--- src/hw/rtl/xdv_pkg.sv ---
// ---------------------------------------------------------------------------
// xdv_pkg
// Shared constants and types of the XOR-delta varint encoder.
// ---------------------------------------------------------------------------
package xdv_pkg;

	// Width of each posting field; bits above it are ignored (range 8..64).
	localparam int VALUE_BITS = 64;

	// LEB128 group size
	localparam int GROUP_BITS = 7;

	typedef logic [VALUE_BITS-1:0] value_t;
	typedef logic [1:0]            field_idx_t;

	localparam field_idx_t FIELD_ORD    = 2'd0;
	localparam field_idx_t FIELD_VALID  = 2'd1;
	localparam field_idx_t FIELD_COMMIT = 2'd2;

endpackage

--- src/hw/rtl/xor_delta_varint_encoder.sv ---
// ---------------------------------------------------------------------------
// xor_delta_varint_encoder
// Turns postings into XOR-delta LEB128 byte streams, one byte per beat.
// ---------------------------------------------------------------------------
// Each input beat carries one posting (row_ordinal, valid_start, commit_number,
// start_of_set). Every field is XORed with the same field of the previous
// posting (zero after reset and when start_of_set is high) and sent out as
// an unsigned LEB128 varint: low 7-bit group first, bit 7 set while more
// bytes of that field follow. Fields leave in the order ordinal, valid-from,
// commit sequence; field_index tags each byte and last_of_item marks the
// final byte of the posting. A posting therefore costs 3 to 30 output beats
// (one per byte), and the block sustains exactly one output byte per cycle
// while out_stall is low: the byte emitter is the bottleneck, so postings
// are taken no faster than their bytes are emitted.
// Three register stages (input delta register, byte emitter, output
// register) lie between an input beat and its first output byte.
// The input register lets the next posting be taken while the current one
// is still being emitted. The output register holds a finished byte steady
// under out_stall; the emitter pauses while it waits and refills it in the
// cycle the byte is taken, so an unstalled stream has no bubbles. Both
// channels use valid/stall: a beat moves on a rising edge with valid high
// and stall low.
// ---------------------------------------------------------------------------
module xor_delta_varint_encoder
	import xdv_pkg::*;
(
	input  logic        clk,
	input  logic        arst_n,

	input  logic        in_valid,
	output logic        in_stall,
	input  logic [63:0] row_ordinal,
	input  logic [63:0] valid_start,
	input  logic [63:0] commit_number,
	input  logic        start_of_set,

	output logic        out_valid,
	input  logic        out_stall,
	output logic [7:0]  out_byte,
	output logic [1:0]  field_index,
	output logic        last_of_item
);

	// previous posting, kept masked to VALUE_BITS
	value_t prior_ord_q, prior_vf_q, prior_cs_q;

	// stage 1: deltas of the accepted posting
	logic   valid_s1;
	value_t d_ord_s1, d_vf_s1, d_cs_s1;

	// stage 2: byte emitter; cur is the remainder of the field in flight
	logic       em_valid_s2;
	value_t     cur_s2, nxt1_s2, nxt2_s2;
	field_idx_t fld_s2;

	// stage 3: output register
	logic       out_valid_s3;
	logic [7:0] byte_s3;
	field_idx_t fld_s3;
	logic       last_s3;

	logic   in_accept, out_load, step, more, em_done, em_free, s1_take;
	value_t ord_m, vf_m, cs_m;

	assign ord_m = row_ordinal[VALUE_BITS-1:0];
	assign vf_m  = valid_start[VALUE_BITS-1:0];
	assign cs_m  = commit_number[VALUE_BITS-1:0];

	// current group is not the last one of its field
	assign more = |cur_s2[VALUE_BITS-1:GROUP_BITS];

	assign out_load = !out_valid_s3 || !out_stall;
	assign step     = em_valid_s2 && out_load;
	assign em_done  = step && !more && (fld_s2 == FIELD_COMMIT);
	assign em_free  = !em_valid_s2 || em_done;
	assign s1_take  = valid_s1 && em_free;

	assign in_stall  = valid_s1 && !em_free;
	assign in_accept = in_valid && !in_stall;

	// control
	always_ff @(posedge clk or negedge arst_n) begin
		if (!arst_n) begin
			valid_s1     <= 1'b0;
			em_valid_s2  <= 1'b0;
			out_valid_s3 <= 1'b0;
			prior_ord_q  <= '0;
			prior_vf_q   <= '0;
			prior_cs_q   <= '0;
		end else begin
			if (in_accept) begin
				valid_s1    <= 1'b1;
				prior_ord_q <= ord_m;
				prior_vf_q  <= vf_m;
				prior_cs_q  <= cs_m;
			end else if (s1_take) begin
				valid_s1 <= 1'b0;
			end

			if (s1_take) begin
				em_valid_s2 <= 1'b1;
			end else if (em_done) begin
				em_valid_s2 <= 1'b0;
			end

			if (step) begin
				out_valid_s3 <= 1'b1;
			end else if (out_load) begin
				out_valid_s3 <= 1'b0;
			end
		end
	end

	// delta register: start of set means priors read as zero
	always_ff @(posedge clk) begin
		if (in_accept) begin
			d_ord_s1 <= start_of_set ? ord_m : (ord_m ^ prior_ord_q);
			d_vf_s1  <= start_of_set ? vf_m  : (vf_m  ^ prior_vf_q);
			d_cs_s1  <= start_of_set ? cs_m  : (cs_m  ^ prior_cs_q);
		end
	end

	// emitter: shift out 7 bits per byte, then move to the next field
	always_ff @(posedge clk) begin
		if (s1_take) begin
			cur_s2  <= d_ord_s1;
			nxt1_s2 <= d_vf_s1;
			nxt2_s2 <= d_cs_s1;
			fld_s2  <= FIELD_ORD;
		end else if (step) begin
			if (more) begin
				cur_s2 <= cur_s2 >> GROUP_BITS;
			end else begin
				case (fld_s2)
					FIELD_ORD: begin
						cur_s2 <= nxt1_s2;
						fld_s2 <= FIELD_VALID;
					end
					FIELD_VALID: begin
						cur_s2 <= nxt2_s2;
						fld_s2 <= FIELD_COMMIT;
					end
					default: begin
						cur_s2 <= cur_s2;
					end
				endcase
			end
		end
	end

	// output register
	always_ff @(posedge clk) begin
		if (step) begin
			byte_s3 <= {more, cur_s2[GROUP_BITS-1:0]};
			fld_s3  <= fld_s2;
			last_s3 <= !more && (fld_s2 == FIELD_COMMIT);
		end
	end

	assign out_valid    = out_valid_s3;
	assign out_byte     = byte_s3;
	assign field_index  = fld_s3;
	assign last_of_item = last_s3;

endmodule

--- config.mk ---
export PLATFORM = sky130hd
export DESIGN_NAME = xor_delta_varint_encoder
export DESIGN_NICKNAME = d
export VERILOG_FILES = /design/src/hw/rtl/xdv_pkg.sv /design/src/hw/rtl/xor_delta_varint_encoder.sv
export SDC_FILE = /design/constraint.sdc
export NUM_CORES = 1
export LEC_CHECK = 0
export ABC_AREA = 1
export BUFFER_PORTS_ARGS = -buffer_cell sky130_fd_sc_hd__buf_2
export CAP_MARGIN = 25
export CELL_PAD_IN_SITES_DETAIL_PLACEMENT = 0
export CELL_PAD_IN_SITES_GLOBAL_PLACEMENT = 1
export CORE_MARGIN = 1
export CORE_UTILIZATION = 35
export CTS_CLUSTER_SIZE = 8
export DETAILED_ROUTE_END_ITERATION = 6
export GPL_ROUTABILITY_DRIVEN = 0
export HOLD_SLACK_MARGIN = 0.03
export PLACE_DENSITY_LB_ADDON = 0.1
export SLEW_MARGIN = 20
export SYNTH_ARGS = -nofsm -noshare
export SYNTH_HDL_FRONTEND = slang
export SYNTH_SLANG_ARGS = --single-unit
--- constraint.sdc ---
create_clock -name clk -period 5.34 [get_ports clk]
set_input_delay 0.267 -clock clk [delete_from_list [all_inputs] [get_ports clk]]
set_output_delay 0.267 -clock clk [all_outputs]
set_load 0.02 [all_outputs]
---- Word level (Yosys, flattened, before mapping) ----
Index checks and enable logic that the tools add are counted.
storage, ports and cells
  flip-flop bits (word level) ............. 592
  input bits .............................. 197
  output and inout bits ................... 13
  logic and storage cells ................. 61
operators by class
  equal/unequal tests ..................... 2
  muxes and demuxes ....................... 14
  bitwise gates (word level) .............. 4
  reduce and logical (&&, ||, !) cells .... 25
operators with widths
  operator              number
  $mux W64              6
  $xor A64 B64 Y64      3
  $pmux W64 S2          1
  $reduce_or A57 Y1     1
  $reduce_bool A2 Y1    5
  $logic_and A1 B1 Y1   7
  $logic_not A1 Y1      6
  $mux W1               6
  $pmux W2 S2           1
  $reduce_bool A4 Y1    1
  $reduce_and A3 Y1     1
  $eq A2 B1 Y1 const B  1
  $eq A2 B2 Y1 const B  1
  $logic_not A2 Y1      1
  $logic_or A1 B1 Y1    2
  $reduce_and A2 Y1     1
  $not A1 Y1            1

---- Depth between registers and ports, before layout ----
  depth in word-level cells ............... 11
  gate-level depth with buffers ........... 12
  gate-level depth less buffers ........... 10

---- Worst setup path after synthesis ----
No wires, ideal clock.
  path type ............................... flip-flop to flip-flop
  start point ............................. reg cur_s2[53]
  end point ............................... reg d_cs_s1[0], enable pin
  setup time .............................. 0.544 ns
  arrival ................................. 5.190 ns
  required time ........................... 4.796 ns
  slack ................................... -0.394 ns
  stages on the path, launching flop included .. 12
  path buffers ............................ 2
  period minus slack after synthesis ...... 5.734 ns
  cells stage by stage .................... edfxtp_1 -> nor2_1 -> nand2_1 -> nor2_1 -> nand2_1 -> nor2_2 -> nand4_1 -> nand3_2 -> nand2_2 -> buf_4 -> buf_2 -> inv_1
on the way
  cells in the longest elaborated chain, start to end .. 9
ends and longest elaborated chain
  element                            line                             text
  start: declaration                 xor_delta_varint_encoder.sv:53   value_t cur_s2, nxt1_s2, nxt2_s2;
  start signal: assignment           xor_delta_varint_encoder.sv:126  cur_s2 <= d_ord_s1;
  start signal: assignment           xor_delta_varint_encoder.sv:132  cur_s2 <= cur_s2 >> GROUP_BITS;
  start signal: assignment           xor_delta_varint_encoder.sv:136  cur_s2 <= nxt1_s2;
  $reduce_or A57 Y1                  xor_delta_varint_encoder.sv:70   assign more = |cur_s2[VALUE_BITS-1:GROUP_BITS];
  $logic_not A1 Y1                   xor_delta_varint_encoder.sv:74   assign em_done = step && !more && (fld_s2 == FIELD_COMMIT);
  $logic_and A1 B1 Y1 (2 in series)  xor_delta_varint_encoder.sv:74
  $logic_or A1 B1 Y1                 xor_delta_varint_encoder.sv:75   assign em_free = !em_valid_s2 || em_done;
  $logic_not A1 Y1                   xor_delta_varint_encoder.sv:78   assign in_stall = valid_s1 && !em_free;
  $logic_and A1 B1 Y1                xor_delta_varint_encoder.sv:78
  $logic_not A1 Y1                   xor_delta_varint_encoder.sv:79   assign in_accept = in_valid && !in_stall;
  $logic_and A1 B1 Y1                xor_delta_varint_encoder.sv:79
  net in_accept                      xor_delta_varint_encoder.sv:62   logic in_accept, out_load, step, more, em_done, em_free, s1_take;
  end signal: assignment             xor_delta_varint_encoder.sv:119  d_cs_s1 <= start_of_set ? cs_m : (cs_m ^ prior_cs_q);
  end: declaration                   xor_delta_varint_encoder.sv:49   value_t d_ord_s1, d_vf_s1, d_cs_s1;
The timed path passes the listed nets, and every way through them passes these cells.
A chain may end at the register's enable or synchronous reset.

---- Final worst setup path ----
  start point ............................. reg cur_s2[29]
  end point ............................... out in_stall
on the way
  cells in the longest elaborated chain, start to end .. 7
ends and longest elaborated chain
  element                            line                            text
  $reduce_or A57 Y1                  xor_delta_varint_encoder.sv:70
  $logic_not A1 Y1                   xor_delta_varint_encoder.sv:74
  $logic_and A1 B1 Y1 (2 in series)  xor_delta_varint_encoder.sv:74
  $logic_or A1 B1 Y1                 xor_delta_varint_encoder.sv:75
  $logic_not A1 Y1                   xor_delta_varint_encoder.sv:78
  $logic_and A1 B1 Y1                xor_delta_varint_encoder.sv:78
  end: declaration                   xor_delta_varint_encoder.sv:31  output logic in_stall,
Every way passes these cells.

==> impl_metrics.tcl <==
set metrics [dict create \
    outcome "finished clean" \
    p_sw_frac 0.253 \
    antenna_found_initial 0 \
    syn_area_um2 24800 \
    yosys_warnings 0 \
    hold_viol_final 0 \
    finalWorstSetupSlack_ns 1.95 \
    fill_cells 6765 \
    pre_cts_slack_ns 1.94 \
    clockPowerShare 0.398 \
    cts_tree "built" \
    crit_path_end_kind "output pin" \
    clk_latency_ns 0.60 \
    dieArea_um2 72000 \
    p_total_mw 12.4 \
    rsz0062_at_grt "false" \
    critPathRequiredTime_ns 5.07 \
    path_clk_slew_ns 0.05 \
    setup_viol 0 \
    port_buffers 209 \
    wl_per_cell_um 17.0 \
    syn_nets 2536 \
    netlist_instances 2339 \
    n_antenna_cell 0 \
    finalClockSkew_ns 0.0194 \
    cp.arrival_ns 3.12 \
    clock_sinks 592 \
    seq_power_share 0.478 \
    nNetsFinal 2925 \
    power.internal_mw 9.24 \
    maxClockFrequency_ghz 0.295 \
    start_util 0.354 \
    clock_path_buffers 3 \
    max_slew_margin 0.179 \
    regArea_um2 16800 \
    antenna_left 0 \
    grt_pass1_wl_um 98400 \
    cts_max_level 3 \
    crit_path_cell_trace "nor2_1 -> nand2_1 -> nor2_1 -> nand2_1 -> nor2_2 -> nand4_1 -> nand3_4 -> buf_12 -> inv_1 -> buf_2" \
    cp-start-kind "flip-flop" \
    grt-ovfl-total 0 \
    synthArstFlopShare 0.329 \
    multi_input_area_um2 6750 \
    root_buffer "clkbuf_16" \
    routed_wl_um 63300 \
    critPathKind "flip-flop to output pin" \
    crit_family "simple AND/OR/NAND/NOR gates" \
    core_um2 70100 \
    ys_ff_latch 592 \
    crit_buf_inv 3 \
    power_density_nw_per_um2 397 \
    detailedPlacementHpwl_um 37200 \
    post_cts_buffers 0 \
    die_h_um 268 \
    p_sw_mw 3.12 \
    drv_slew 0 \
    io_pins 210 \
    ys.flop_type "edfxtp_1" \
    drtPass1Iterations 5 \
    min_period_ns 3.39 \
    setup-tns-final_ns 0 \
    row_count 97 \
    synth_edf_count 395 \
    post-route-drc-count 0 \
    ys_types 21 \
    cts_buffers 84 \
    grt_pass1_vias 17051 \
    vdd_ir_drop_max_mv 0.203 \
    grt_use_total 0.179 \
    drt-vias-per-instance 4.53 \
    final_core_util 0.444 \
    grt_max_degree 195 \
    syn_area_per_cell_um2 10.6 \
    die_w_um 268 \
    cpPeakStageDelay_ns 0.63 \
    dr.first_iter.drc_count 1118 \
    drv_cap 0 \
    hp-class "input pin to flip-flop" \
    fin_crit_sh 0.635 \
    p_comb_frac 0.124 \
    cp_slowest_cell "buf_12" \
    ys_seq_area_frac 0.676 \
    synthToLayoutAreaGrowth_pct 25.6 \
    vias 16906 \
    leakagePower_nw 13.6 \
    drive_above_1_share 0.117 \
    worst_pin_slew_ns 1.23 \
    path_max_fanout 194 \
]
==> cell type report <==
| type | instances | area share |
|---|---|---|
| Clock buffer | 149 | 0.0773 |
| Multi-Input combinational cell | 1417 | 0.217 |
| Inverter | 212 | 0.0258 |
| Sequential cell | 592 | 0.538 |
| Tap cell | 940 | 0.0377 |
| Clock inverter | 2 | 0.000522 |
| Timing Repair Buffer | 421 | 0.104 |
==> cell usage in the layout (no fill, tap or decap), drive strengths merged <==
| master | n |
|---|---|
| a21oi | 65 |
| nand2 | 865 |
| dfrtp | 195 |
| dfxtp | 2 |
| clkbuf | 150 |
| nor2 | 35 |
| nor3 | 1 |
| buf | 226 |
| xor2 | 192 |
| inv | 212 |
| edfxtp | 395 |
| o21ai | 59 |
| nand3 | 198 |
| nand4 | 2 |
| clkinvlp | 2 |
| dlygate4sd3 | 194 |
==> metrics by stage <==
| step | hold WS, ns | area, um^2 | std cells |
|---|---|---|---|
| finish | 0.161 | 31200 | 3733 |
| global route | 0.174 | 31200 | 3733 |
| CTS | 0.135 | 31200 | 3732 |
| detailed placement | 0.246 | 26800 | 3387 |
| global placement | 0.240 | 26800 | 3386 |
| floorplan | -0.0286 | 24800 | 2339 |
==> kinds of logic (layout without fill, tap and decap cells) <==
logic type / count (synthesis) / after routing / share of synthesized area
and+or+nand+nor: 1101 / 1101 / 0.177
DFF: 592 / 592 / 0.676
buffers and inverters: 330 / 784 / 0.0538
xor gates and xnor gates: 192 / 192 / 0.0678
AOI/OAI and AO/OA: 124 / 124 / 0.0250
==> cell usage after synthesis, types with 4 or more instances <==
master	n	share of area
buf_4	4	0.0012
nand3_1	197	0.040
dfrtp_1	195	0.20
buf_6	4	0.0018
clkbuf_1	64	0.0097
buf_2	41	0.0083
inv_1	211	0.032
nand2_1	864	0.13
nor2_1	33	0.0050
buf_1	5	0.00076
edfxtp_1	395	0.48
o21ai_0	59	0.012
xor2_1	192	0.068
a21oi_1	65	0.013
==> worst min-delay path: stages <==
cell and delay, ns:
buf_6 0.24, nand3_1 0.15, nand2_1 0.05
==> worst paths after layout <==
path / to / from / slack [ns] / cells after the start
worst max-delay path: in_stall / cur_s2[29]$_DFFE_PP_ / 1.95 / 10
worst min-delay path: prior_vf_q[20]$_DFFE_PN0P_ / in_valid / 0.16 / 3
worst max register to register: d_cs_s1[0]$_DFFE_PP_ / cur_s2[29]$_DFFE_PP_ / 1.99 / 12
worst min register to register: nxt2_s2[30]$_DFFE_PP_ / d_cs_s1[30]$_DFFE_PP_ / 0.41 / 0
max in group asynchronous: prior_cs_q[60]$_DFFE_PN0P_ / arst_n / 3.87 / 3
min in group asynchronous: prior_vf_q[27]$_DFFE_PN0P_ / arst_n / 0.20 / 2
==> repair_timing <==
item | in CTS | in global routing
hold endpoints to repair | 420 | 0
gates resized for setup | 0 | 0
hold buffers | 194 | 0
==> power groups by stage <==
stage               clock (mW)  combinational [mW]  sequential, mW
detailed placement           0                1.46            5.98
global route              5.26                1.77            5.98
finish                    4.92                1.53            5.90
CTS                       5.07                1.58            5.90
floorplan                    0               0.958            5.93
global placement             0                1.43            5.96
==> routing by layer <==
| layer | up-vias | global-route usage | share of wire |
|---|---|---|---|
| li1 | 8287 | - | - |
| met1 | 8176 | 0.246 | 0.46 |
| met2 | 359 | 0.289 | 0.48 |
| met3 | 84 | 0.0257 | 0.039 |
| met4 | 0 | 0.0601 | 0.023 |
| met5 | - | 0 | 0 |
No activity file was read; power rests on OpenSTA's default activity.
